<file path="src/hw/rtl/bitmap_block_allocator_unit_defines.svh">
// assertion helpers for the bitmap allocator
`ifndef BITMAP_BLOCK_ALLOCATOR_UNIT_DEFINES_SVH
`define BITMAP_BLOCK_ALLOCATOR_UNIT_DEFINES_SVH

// same-cycle implication
`define BBA_ASSERT_NOW(lbl, clk, rst_n, ante, cons, msg) \
    lbl: assert property (@(posedge clk) disable iff (!(rst_n)) (ante) |-> (cons)) \
        else $error(msg);

// next-cycle implication
`define BBA_ASSERT_NEXT(lbl, clk, rst_n, ante, cons, msg) \
    lbl: assert property (@(posedge clk) disable iff (!(rst_n)) (ante) |=> (cons)) \
        else $error(msg);

`endif

</file>
<file path="src/hw/rtl/bba_pkg.sv">
`default_nettype none

package bba_pkg;

    localparam int OP_W     = 1;
    localparam int FIELD_W  = 12;
    localparam int STATUS_W = 2;
    localparam int LIMIT_W  = 13;

    localparam logic [LIMIT_W-1:0] LIMIT_RESET = 13'd4096;

    localparam logic [OP_W-1:0] OP_ALLOC = 1'b0;
    localparam logic [OP_W-1:0] OP_FREE  = 1'b1;

    localparam logic [STATUS_W-1:0] ST_DONE  = 2'd0;
    localparam logic [STATUS_W-1:0] ST_FULL  = 2'd1;
    localparam logic [STATUS_W-1:0] ST_RANGE = 2'd2;

    typedef struct packed {
        logic load;
        logic rd;
        logic upd;
        logic fin;
    } t_cmd;

    typedef struct packed {
        logic hit;
        logic last;
        logic out_busy;
    } t_stat;

endpackage

`default_nettype wire

</file>
<file path="src/hw/rtl/bba_if.sv">
`default_nettype none

interface bba_req_if import bba_pkg::*; ();
    logic               valid;
    logic               ready;
    logic [OP_W-1:0]    op;
    logic [FIELD_W-1:0] free_index;

    modport source (output valid, output op, output free_index, input ready);
    modport sink   (input valid, input op, input free_index, output ready);
endinterface

interface bba_rsp_if import bba_pkg::*; ();
    logic                valid;
    logic                ready;
    logic [STATUS_W-1:0] status;
    logic [FIELD_W-1:0]  granted_index;

    modport source (output valid, output status, output granted_index, input ready);
    modport sink   (input valid, input status, input granted_index, output ready);
endinterface

`default_nettype wire

</file>
<file path="src/hw/rtl/bitmap_block_allocator_unit.sv">
// channel   dir  handshake       payload
// i_req     in   valid / ready   op, free_index
// o_rsp     out  valid / ready   status, granted_index
// i_cfg     in   i_cfg_we        i_cfg_wdata (pool limit)
//
// one request at a time; allocate reads the bitmap words, one per cycle, until it
// finds one with a free bit or reaches the last of the MAP_WORDS words
// free walks the words the same way up to the one that holds the index
// sync active-low reset clears the per-word valid bits, so the map reads free
// a finished result waits in the output register while the next request is taken

`default_nettype none
`include "bitmap_block_allocator_unit_defines.svh"

module bitmap_block_allocator_unit import bba_pkg::*; #(
    parameter int MAP_ENTRIES = 4096,
    parameter int WORD_BITS   = 64
) (
    input  logic               i_clk,
    input  logic               i_rst_n,
    bba_req_if.sink            i_req,
    bba_rsp_if.source          o_rsp,
    input  logic               i_cfg_we,
    input  logic [LIMIT_W-1:0] i_cfg_wdata
);

    t_cmd  w_cmd;
    t_stat w_stat;
    logic  w_in_ready;

    bba_ctrl u_ctrl (
        .i_clk      (i_clk),
        .i_rst_n    (i_rst_n),
        .i_in_valid (i_req.valid),
        .o_in_ready (w_in_ready),
        .i_stat     (w_stat),
        .o_cmd      (w_cmd)
    );

    bba_datapath #(
        .MAP_ENTRIES (MAP_ENTRIES),
        .WORD_BITS   (WORD_BITS)
    ) u_datapath (
        .i_clk           (i_clk),
        .i_rst_n         (i_rst_n),
        .i_cmd           (w_cmd),
        .o_stat          (w_stat),
        .i_op            (i_req.op),
        .i_free_index    (i_req.free_index),
        .i_cfg_we        (i_cfg_we),
        .i_cfg_wdata     (i_cfg_wdata),
        .o_out_valid     (o_rsp.valid),
        .i_out_ready     (o_rsp.ready),
        .o_status        (o_rsp.status),
        .o_granted_index (o_rsp.granted_index)
    );

    assign i_req.ready = w_in_ready;

    `BBA_ASSERT_NOW(a_no_result_overwrite, i_clk, i_rst_n, w_cmd.fin, !(o_rsp.valid && !o_rsp.ready), "result overwritten before taken")
    `BBA_ASSERT_NEXT(a_one_at_a_time, i_clk, i_rst_n, i_req.valid && i_req.ready, !i_req.ready, "request taken while busy")
    `BBA_ASSERT_NOW(a_status_code, i_clk, i_rst_n, o_rsp.valid, o_rsp.status == ST_DONE || o_rsp.status == ST_FULL || o_rsp.status == ST_RANGE, "bad status code")
    `BBA_ASSERT_NOW(a_grant_zero_on_fail, i_clk, i_rst_n, o_rsp.valid && o_rsp.status != ST_DONE, o_rsp.granted_index == '0, "nonzero index on failure")

endmodule

`default_nettype wire

</file>
<file path="src/hw/rtl/bba_ctrl.sv">
`default_nettype none

module bba_ctrl import bba_pkg::*; (
    input  logic  i_clk,
    input  logic  i_rst_n,
    input  logic  i_in_valid,
    output logic  o_in_ready,
    input  t_stat i_stat,
    output t_cmd  o_cmd
);

    typedef enum logic [2:0] {
        S_IDLE,
        S_RD,
        S_SCAN,
        S_UPD,
        S_FIN
    } t_state;

    t_state r_state;
    t_state n_state;

    always_comb begin
        n_state = r_state;
        o_cmd   = '0;
        case (r_state)
            S_IDLE: begin
                if (i_in_valid) begin
                    o_cmd.load = 1'b1;
                    n_state    = S_RD;
                end
            end
            S_RD: begin
                o_cmd.rd = 1'b1;
                n_state  = S_SCAN;
            end
            S_SCAN: begin
                if (i_stat.hit || i_stat.last) begin
                    n_state = S_UPD;
                end else begin
                    o_cmd.rd = 1'b1;
                end
            end
            S_UPD: begin
                o_cmd.upd = 1'b1;
                n_state   = S_FIN;
            end
            S_FIN: begin
                if (!i_stat.out_busy) begin
                    o_cmd.fin = 1'b1;
                    n_state   = S_IDLE;
                end
            end
            default: begin
                n_state = S_IDLE;
            end
        endcase
    end

    always_ff @(posedge i_clk) begin
        if (!i_rst_n) begin
            r_state <= S_IDLE;
        end else begin
            r_state <= n_state;
        end
    end

    assign o_in_ready = (r_state == S_IDLE);

endmodule

`default_nettype wire

</file>
<file path="src/hw/rtl/bba_datapath.sv">
`default_nettype none

module bba_datapath import bba_pkg::*; #(
    parameter int MAP_ENTRIES = 4096,
    parameter int WORD_BITS   = 64
) (
    input  logic                i_clk,
    input  logic                i_rst_n,
    input  t_cmd                i_cmd,
    output t_stat               o_stat,
    input  logic [OP_W-1:0]     i_op,
    input  logic [FIELD_W-1:0]  i_free_index,
    input  logic                i_cfg_we,
    input  logic [LIMIT_W-1:0]  i_cfg_wdata,
    output logic                o_out_valid,
    input  logic                i_out_ready,
    output logic [STATUS_W-1:0] o_status,
    output logic [FIELD_W-1:0]  o_granted_index
);

    localparam int MAP_WORDS = (MAP_ENTRIES + WORD_BITS - 1) / WORD_BITS;
    localparam int WADDR_W   = (MAP_WORDS > 1) ? $clog2(MAP_WORDS) : 1;
    localparam int BIT_W     = $clog2(WORD_BITS);
    localparam int TOTAL     = MAP_WORDS * WORD_BITS;
    localparam int TW        = $clog2(TOTAL + 1);
    localparam int CW        = (TW > LIMIT_W) ? TW : LIMIT_W;

    localparam logic [CW-1:0]      C_TOTAL   = CW'(TOTAL);
    localparam logic [CW-1:0]      C_ENTRIES = CW'(MAP_ENTRIES);
    localparam logic [CW-1:0]      C_WBITS   = CW'(WORD_BITS);
    localparam logic [WADDR_W-1:0] C_LAST    = WADDR_W'(MAP_WORDS - 1);
    localparam logic [CW-1:0]      C_LIM_RST =
        (CW'(LIMIT_RESET) < C_ENTRIES) ? CW'(LIMIT_RESET) : C_ENTRIES;

    function automatic logic [BIT_W-1:0] f_first_zero(input logic [WORD_BITS-1:0] w);
        logic [BIT_W-1:0] r;
        r = '0;
        for (int i = WORD_BITS - 1; i >= 0; i--) begin
            if (!w[i]) begin
                r = BIT_W'(i);
            end
        end
        return r;
    endfunction

    logic [WORD_BITS-1:0] r_mem [MAP_WORDS];
    logic [MAP_WORDS-1:0] r_wvld;
    logic [CW-1:0]        r_lim;

    logic [OP_W-1:0]      r_op;
    logic [FIELD_W-1:0]   r_fidx;
    logic [WADDR_W-1:0]   r_addr;
    logic [WADDR_W-1:0]   r_data_addr;
    logic [CW-1:0]        r_next_base;
    logic [CW-1:0]        r_base;
    logic [WORD_BITS-1:0] r_rd_data;
    logic                 r_rd_vld;
    logic [BIT_W-1:0]     r_bit;
    logic [CW-1:0]        r_idx;

    logic                 r_out_valid;
    logic [STATUS_W-1:0]  r_status;
    logic [FIELD_W-1:0]   r_granted;

    logic [WORD_BITS-1:0] w_word;
    logic [WORD_BITS-1:0] w_mask;
    logic [WORD_BITS-1:0] w_new_word;
    logic [BIT_W-1:0]     w_enc;
    logic [CW-1:0]        w_fx;
    logic [CW-1:0]        w_fx_off;
    logic [CW-1:0]        w_cfg_ext;
    logic                 w_alloc;
    logic                 w_alloc_hit;
    logic                 w_free_hit;
    logic                 w_in_lim;

    assign w_alloc     = (r_op == OP_ALLOC);
    assign w_word      = r_rd_vld ? r_rd_data : '0;
    assign w_enc       = f_first_zero(w_word);
    assign w_alloc_hit = ~(&w_word);
    assign w_fx        = CW'(r_fidx);
    assign w_fx_off    = w_fx - r_base;
    assign w_free_hit  = (w_fx >= r_base) && (w_fx < r_base + C_WBITS);
    assign w_in_lim    = (r_idx < r_lim);
    assign w_mask      = {{(WORD_BITS-1){1'b0}}, 1'b1} << r_bit;
    assign w_new_word  = w_alloc ? (w_word | w_mask) : (w_word & ~w_mask);
    assign w_cfg_ext   = CW'(i_cfg_wdata);

    assign o_stat.hit      = w_alloc ? w_alloc_hit : w_free_hit;
    assign o_stat.last     = (r_data_addr == C_LAST);
    assign o_stat.out_busy = r_out_valid && !i_out_ready;

    // bitmap words, registered read
    always_ff @(posedge i_clk) begin
        if (i_cmd.rd) begin
            r_rd_data <= r_mem[r_addr];
        end
        if (i_cmd.fin && w_in_lim) begin
            r_mem[r_data_addr] <= w_new_word;
        end
    end

    always_ff @(posedge i_clk) begin
        if (!i_rst_n) begin
            r_wvld      <= '0;
            r_lim       <= C_LIM_RST;
            r_out_valid <= 1'b0;
            r_rd_vld    <= 1'b0;
        end else begin
            if (i_cfg_we) begin
                r_lim <= (w_cfg_ext < C_ENTRIES) ? w_cfg_ext : C_ENTRIES;
            end
            if (i_cmd.rd) begin
                r_rd_vld <= r_wvld[r_addr];
            end
            if (i_cmd.fin && w_in_lim) begin
                r_wvld[r_data_addr] <= 1'b1;
            end
            if (i_cmd.fin) begin
                r_out_valid <= 1'b1;
            end else if (i_out_ready) begin
                r_out_valid <= 1'b0;
            end
        end
    end

    always_ff @(posedge i_clk) begin
        if (i_cmd.load) begin
            r_op        <= i_op;
            r_fidx      <= i_free_index;
            r_addr      <= '0;
            r_next_base <= '0;
        end
        if (i_cmd.rd) begin
            r_data_addr <= r_addr;
            r_base      <= r_next_base;
            r_addr      <= r_addr + WADDR_W'(1);
            r_next_base <= r_next_base + C_WBITS;
        end
        if (i_cmd.upd) begin
            if (w_alloc) begin
                r_bit <= w_enc;
                r_idx <= w_alloc_hit ? (r_base + CW'(w_enc)) : C_TOTAL;
            end else begin
                r_bit <= w_fx_off[BIT_W-1:0];
                r_idx <= w_fx;
            end
        end
        if (i_cmd.fin) begin
            if (w_in_lim) begin
                r_status  <= ST_DONE;
                r_granted <= w_alloc ? r_idx[FIELD_W-1:0] : '0;
            end else begin
                r_status  <= w_alloc ? ST_FULL : ST_RANGE;
                r_granted <= '0;
            end
        end
    end

    assign o_out_valid     = r_out_valid;
    assign o_status        = r_status;
    assign o_granted_index = r_granted;

endmodule

`default_nettype wire
</file>
<file path="src/flat_wrapper.sv">
// flat-port wrapper written by rule: the top's interface ports become plain ports
module bitmap_block_allocator_unit_flat import bba_pkg::*;
#(
    parameter int MAP_ENTRIES = 4096,
    parameter int WORD_BITS   = 64
)
  (i_clk, i_rst_n, i_cfg_we, i_cfg_wdata, i_req_valid, i_req_op, i_req_free_index, i_req_ready, o_rsp_valid, o_rsp_status, o_rsp_granted_index, o_rsp_ready);
  bba_req_if i_req_i ();
  bba_rsp_if o_rsp_i ();
  input  logic i_clk;
  input  logic i_rst_n;
  input  logic i_cfg_we;
  input  logic [LIMIT_W-1:0] i_cfg_wdata;
  input wire logic [$bits(i_req_i.valid)-1:0] i_req_valid;
  input wire logic [$bits(i_req_i.op)-1:0] i_req_op;
  input wire logic [$bits(i_req_i.free_index)-1:0] i_req_free_index;
  output wire logic [$bits(i_req_i.ready)-1:0] i_req_ready;
  output wire logic [$bits(o_rsp_i.valid)-1:0] o_rsp_valid;
  output wire logic [$bits(o_rsp_i.status)-1:0] o_rsp_status;
  output wire logic [$bits(o_rsp_i.granted_index)-1:0] o_rsp_granted_index;
  input wire logic [$bits(o_rsp_i.ready)-1:0] o_rsp_ready;
  assign i_req_i.valid = i_req_valid;
  assign i_req_i.op = i_req_op;
  assign i_req_i.free_index = i_req_free_index;
  assign i_req_ready = i_req_i.ready;
  assign o_rsp_valid = o_rsp_i.valid;
  assign o_rsp_status = o_rsp_i.status;
  assign o_rsp_granted_index = o_rsp_i.granted_index;
  assign o_rsp_i.ready = o_rsp_ready;
  bitmap_block_allocator_unit #(.MAP_ENTRIES(MAP_ENTRIES), .WORD_BITS(WORD_BITS)) u_core (.i_clk(i_clk), .i_rst_n(i_rst_n), .i_req(i_req_i), .o_rsp(o_rsp_i), .i_cfg_we(i_cfg_we), .i_cfg_wdata(i_cfg_wdata));
endmodule
</file>
<file path="config.mk">
export PLATFORM = sky130hd
export DESIGN_NAME = bitmap_block_allocator_unit_flat
export DESIGN_NICKNAME = d
export VERILOG_FILES = /design/src/hw/rtl/bba_pkg.sv /design/src/hw/rtl/bba_if.sv /design/src/hw/rtl/bitmap_block_allocator_unit.sv /design/src/hw/rtl/bba_ctrl.sv /design/src/hw/rtl/bba_datapath.sv /design/src/flat_wrapper.sv
export VERILOG_INCLUDE_DIRS = /design/src /design/src/hw/rtl
export SDC_FILE = /design/constraint.sdc
export NUM_CORES = 2
export LEC_CHECK = 0
export BUFFER_PORTS_ARGS = -buffer_cell sky130_fd_sc_hd__buf_2
export CORE_UTILIZATION = 34
export CTS_CLUSTER_DIAMETER = 50
export DETAILED_ROUTE_END_ITERATION = 16
export SETUP_SLACK_MARGIN = 0.02
export SYNTH_ARGS = -nofsm -noshare
export SYNTH_HDL_FRONTEND = slang
export SYNTH_HIERARCHICAL = 1
export SYNTH_SLANG_ARGS = --single-unit
</file>
<file path="constraint.sdc">
create_clock -name i_clk -period 9.9 [get_ports i_clk]
set_input_delay 0.99 -clock i_clk [delete_from_list [all_inputs] [get_ports i_clk]]
set_output_delay 0.99 -clock i_clk [all_outputs]
set_load 0.02 [all_outputs]
</file>
* Word level (Yosys, flattened, before mapping)
Memories as Yosys holds them, arrays and structs flattened. A register that Yosys moved wholly into a read port is not among the register bits.
Index checks and enable logic that the tools add are counted.
W data, S select, Z words.
** Word-level totals
- Register bits after elaboration :: 166
- Input bits :: 31
- Memories :: 1
- Memory bits (writable) :: 4096
- Latch bits :: 0
- Bits in read-only memories :: 0
- Output and inout bits :: 16
** Cells by class
- Bitwise logic cells :: 6
- $add $sub $neg :: 5
- Muxes and demuxes :: 95
- Equality and inequality tests :: 8
- $lt $le $gt $ge :: 7
- Reduce and logical (&&, ||, !) cells :: 12
- $mul :: 0
- Shift operators :: 1
- Divide/modulo/power cells :: 0
** Memories
- u_core.u_datapath.r_mem :: words 64, bits a word 64, rd ports 1, clocked after memory_dff 1, wr ports 1, RTL line bba_datapath.sv:46 : logic [WORD_BITS-1:0] r_mem [MAP_WORDS];
** Operators by type and width (number)
- $mux W6 :: 67
- $mux W64 :: 2
- $or A64 B64 Y64 :: 2
- $and A64 B64 Y64 :: 1
- $not A64 Y64 :: 1
- $reduce_and A64 Y1 :: 1
- $shl A1 B6 Y64 const A :: 1
- $mux W13 :: 4
- $add A13 B7 Y13 const B :: 2
- $pmux W3 S5 :: 1
- $lt A6 B7 Y1 const B :: 2
- $add A13 B6 Y13 :: 1
- $ge A12 B13 Y1 :: 1
- $lt A12 B13 Y1 :: 1
- $lt A13 B13 Y1 :: 1
- $lt A13 B13 Y1 const B :: 1
- $mux W1 :: 13
- $mux W12 :: 1
- $mux W3 :: 3
- $add A6 B1 Y6 const B :: 1
- $bmux W1 S6 :: 1
- $demux W1 S6 :: 1
- $eq A3 B2 Y1 const B :: 2
- $eq A6 B6 Y1 const B :: 1
- 15 further kinds :: 22

* Depth between registers and ports, before layout
- Word-level depth :: 68
- Depth in mapped cells :: 13
- Depth with buffers taken out :: 13

* Hierarchy
Netlist, hierarchy kept.
** By module, submodules not included
- bba_datapath :: cells each 6878, area each 165587.6 um2, instances 1
- bba_ctrl :: cells each 18, area each 165.2 um2, instances 1

* Worst setup path after synthesis
No wires, ideal clock.
- Path type :: input port to flip-flop
- Start :: input port o_rsp_ready
- End :: memory u_core.u_datapath.r_mem[41][0] (enable)
- Path buffers :: 1
- Cell stages on the path :: 5
- Data arrival time :: 8.330 ns
- Setup time :: 0.565 ns
- Path slack :: 1.005 ns
- Data required time :: 9.335 ns
- Cells stage by stage :: nor2b_1 -> nor4b_1 -> nand3_1 -> clkbuf_1 -> nor3_1
** RTL lines
- start: declaration :: RTL line flat_wrapper.sv:21 : input wire logic [$bits(o_rsp_i.ready)-1:0] o_rsp_ready;
- end: declaration :: RTL line bba_datapath.sv:46

==> impl_metrics.ini <==
[finish]
final_util_pct = 39.05
area_growth_pct = 14.47
multi_input_area_um2 = 36380
regArea_um2 = 128700
final_cell_area_um2 = 189700
nets = 7328
drive_gt1_share_pct = 32.17
nFillCells = 42400

[grt]
grt_first_pass_wirelength_mm = 616.6
grt_max_degree = 135
grtUsageTotal_pct = 17.63
grt_pass1_vias = 76760
grt_antenna_before_repair = 73
grt-ovfl-total = 0

[clocking]
numClockSinks = 4314
h-tree-depth = 5
cts_setup_buffers = 0
clk_latency_ns = 1.04
clk_pin_slew_worst_paths_ns = 0.06
root_buffer = clkbuf_16
numCtsBuffers = 442
clock_path_buffers = 4
cts-hold-fix-buffers = 0
cts_tree = built
cts_resized = 0

[routing]
wl_mm = 442.4
avgViaCountPerCell = 5.627
drt_iter0_drc = 12160
drt_pass1_iterations = 6
drc_errors = 0
num_vias = 79360
wl_per_cell_um = 31.36
ant_nets = 0

[yosys]
synth_area_um2 = 165800
synth-main-ff-cell = edfxtp_1
synthesis.nets = 6954
yosys_register_bits = 4314
synth.avg_cell_area_um2 = 24.04
synth.distinct_cells = 61
synth_warnings = 6
synth_edf_count = 4232
syn-instance-count = 6896
synthArstFlopShare_pct = 0
ys_seq_area_share_pct = 77.66

[timing]
drv_slew = 0
finalCriticalPeriod_ns = 5.684
setup_violations = 0
setup_slack_ns = 4.216
slew_headroom_pct = 12.81
final-hold-violation-count = 0
finalClockSkew_ns = 0.08261
timing.fmax_mhz = 175.9
min_period_over_period_pct = 57.42
worst_slew_pin_slew_ns = 1.308
grt_setup_unrepaired = no
timing.setup.tns_ns = 0

[setup_path]
cp-start-kind = flip-flop
r2r_cells = 10
endpoint_kind = flip-flop
cp_max_fo = 78
crit_required_ns = 10.53
critPathKind = flip-flop to flip-flop
cp.arrival_ns = 6.32

[place]
place_ws_ns = 4.300
hpwlAfterDp_mm = 263.6
place.gp.congestion = 0.8407
portBuffers = 46
placed_cell_area_um2 = 175800

[die]
die_area_um2 = 490300
initial_utilization_pct = 34.11
chipWidth_um = 700.2
io_pins = 47
rows = 256
coreArea_um2 = 485900
die_height_um = 700.2

[pwr]
power.total_w = 0.04223
leakage_nw = 58.14
power_density_nw_per_um2 = 222.5
peakVddDrop_mv = 0.1711

[worst_hold_path]
worst_hold_path_type = primary input to flip-flop
hold_path_depth = 1

[run_status]
status = finished, final reports clean

[job]
maxCapViolCount = 0
-- critical path: stages (launching register included) --
cell     delay, ns
dfxtp_4       0.91
and3_1        0.31
nand3_1       0.14
nor3_1        0.40
nand2_1       0.18
nor4_1        0.66
nor2_1        0.27
a31o_2        0.31
or4b_1        0.51
a21oi_4       0.67
buf_4         0.81
-- area by class of cell --
class | count | share of cell area [%]
well taps | 6450 | 4.253
clock inverters | 272 | 1.217
repair buffers | 313 | 1.310
multi-input cells | 2165 | 19.17
inverters | 34 | 0.07122
clock buffers | 530 | 6.098
flip-flops and latches | 4314 | 67.84
diodes | 27 | 0.03561
-- synth_stat cells (7+ instances only) --
| cell type | instances | share of area [%] |
|---|---|---|
| a211oi_1 | 8 | 0.036 |
| a21oi_1 | 23 | 0.069 |
| and2_1 | 22 | 0.083 |
| buf_1 | 57 | 0.13 |
| buf_2 | 90 | 0.27 |
| buf_4 | 17 | 0.077 |
| clkbuf_1 | 215 | 0.49 |
| dfxtp_1 | 82 | 0.99 |
| edfxtp_1 | 4232 | 77 |
| ha_1 | 27 | 0.20 |
| inv_1 | 33 | 0.075 |
| mux2_2 | 22 | 0.15 |
| mux4_2 | 1348 | 18 |
| nand2_1 | 163 | 0.37 |
| nand2b_1 | 16 | 0.060 |
| nand3_1 | 81 | 0.24 |
| nand4_1 | 16 | 0.060 |
| nor2_1 | 36 | 0.082 |
| nor2b_1 | 25 | 0.094 |
| nor3_1 | 80 | 0.24 |
| nor3b_1 | 13 | 0.059 |
| o211ai_1 | 23 | 0.10 |
| o21ai_0 | 72 | 0.22 |
| o22ai_1 | 10 | 0.038 |
| o31ai_1 | 90 | 0.41 |
| o41ai_1 | 7 | 0.037 |
| xnor2_1 | 11 | 0.058 |
-- where the power goes --
group	switching [W]	total, W	internal [W]
Combinational	0.00356	0.00580	0.00224
Sequential	0.000110	0.0204	0.0203
Clock	0.00704	0.0160	0.00898
-- final timing paths --
kind,from,to,slack [ns]
hold / removal,i_req_free_index[10],u_core/u_datapath/r_fidx[10]$_DFFE_PP_,0.13
hold reg to reg,u_core/u_datapath/r_wvld[52]$_SDFFE_PN0P_,u_core/u_datapath/r_wvld[52]$_SDFFE_PN0P_,0.45
setup reg to reg,u_core/u_datapath/r_rd_vld$_SDFFE_PN0P_,u_core/u_datapath/r_rd_data[2]$_DFFE_PP_,4.22
setup / recovery,u_core/u_datapath/r_rd_vld$_SDFFE_PN0P_,u_core/u_datapath/r_rd_data[2]$_DFFE_PP_,4.22
-- placed cells by master (no fill, tap or decap), drive strengths merged, types with 3 or more instances in the layout --
cell type	count
a21o	6
dfxtp	82
clkbuf	530
a22o	6
clkinvlp	17
nand2	163
inv	63
nor2b	25
nand3	81
and2	23
clkinv	202
nor4	4
o22ai	10
nand2b	16
o31ai	90
or2	6
a21oi	23
or4	3
o211ai	23
nor3	80
o41ai	7
nor2	36
and3	6
nor3b	13
or3	3
a21boi	3
bufinv	24
ha	27
a211oi	8
edfxtp	4232
o21ai	72
xnor2	11
mux4	1348
nand4	16
mux2	22
diode	27
buf	313
-- through the flow --
| stage | std cells | hold WS [ns] |
|---|---|---|
| after CTS | 14080 | 0.08867 |
| after detailed placement | 13280 | 0.4391 |
| final | 14110 | 0.1258 |
| after global placement | 13280 | 0.4256 |
| after global routing | 14080 | 0.1080 |
| after floorplan | 6896 | 0.4171 |
-- per-layer routing --
metal  part of all wire (%)  up-vias  GRT usage [%]
met1                     42    43640          27.32
li1                       -    30710              -
met2                     44     4433          25.33
met5                  0.021        -              0
met3                     12      561          3.809
met4                    2.1       16          4.123
-- logic make-up (layout without fill, tap and decap cells) --
family / Yosys count / after routing / share of synthesized area, %
flops: 4314 / 4314 / 77.66
mux: 1372 / 1372 / 18.48
other cells: 0 / 27 / 0
buf+inv: 417 / 1149 / 1.069
simple gates: 483 / 483 / 1.426
fa+ha+maj: 27 / 27 / 0.2038
compound gates: 270 / 270 / 1.095
xor+xnor: 13 / 13 / 0.06869
-- state kept, by name, indices dropped and copies added, names as in the netlist, 12 cells and up --
name	flops
u_core/u_datapath/o_granted_index	12
u_core/u_datapath/r_fidx	12
u_core/u_datapath/r_idx	13
u_core/u_datapath/r_lim	13
u_core/u_datapath/r_mem	4096
u_core/u_datapath/r_rd_data	64
u_core/u_datapath/r_wvld	64
Note: power is estimated with default switching activity, not from simulation.
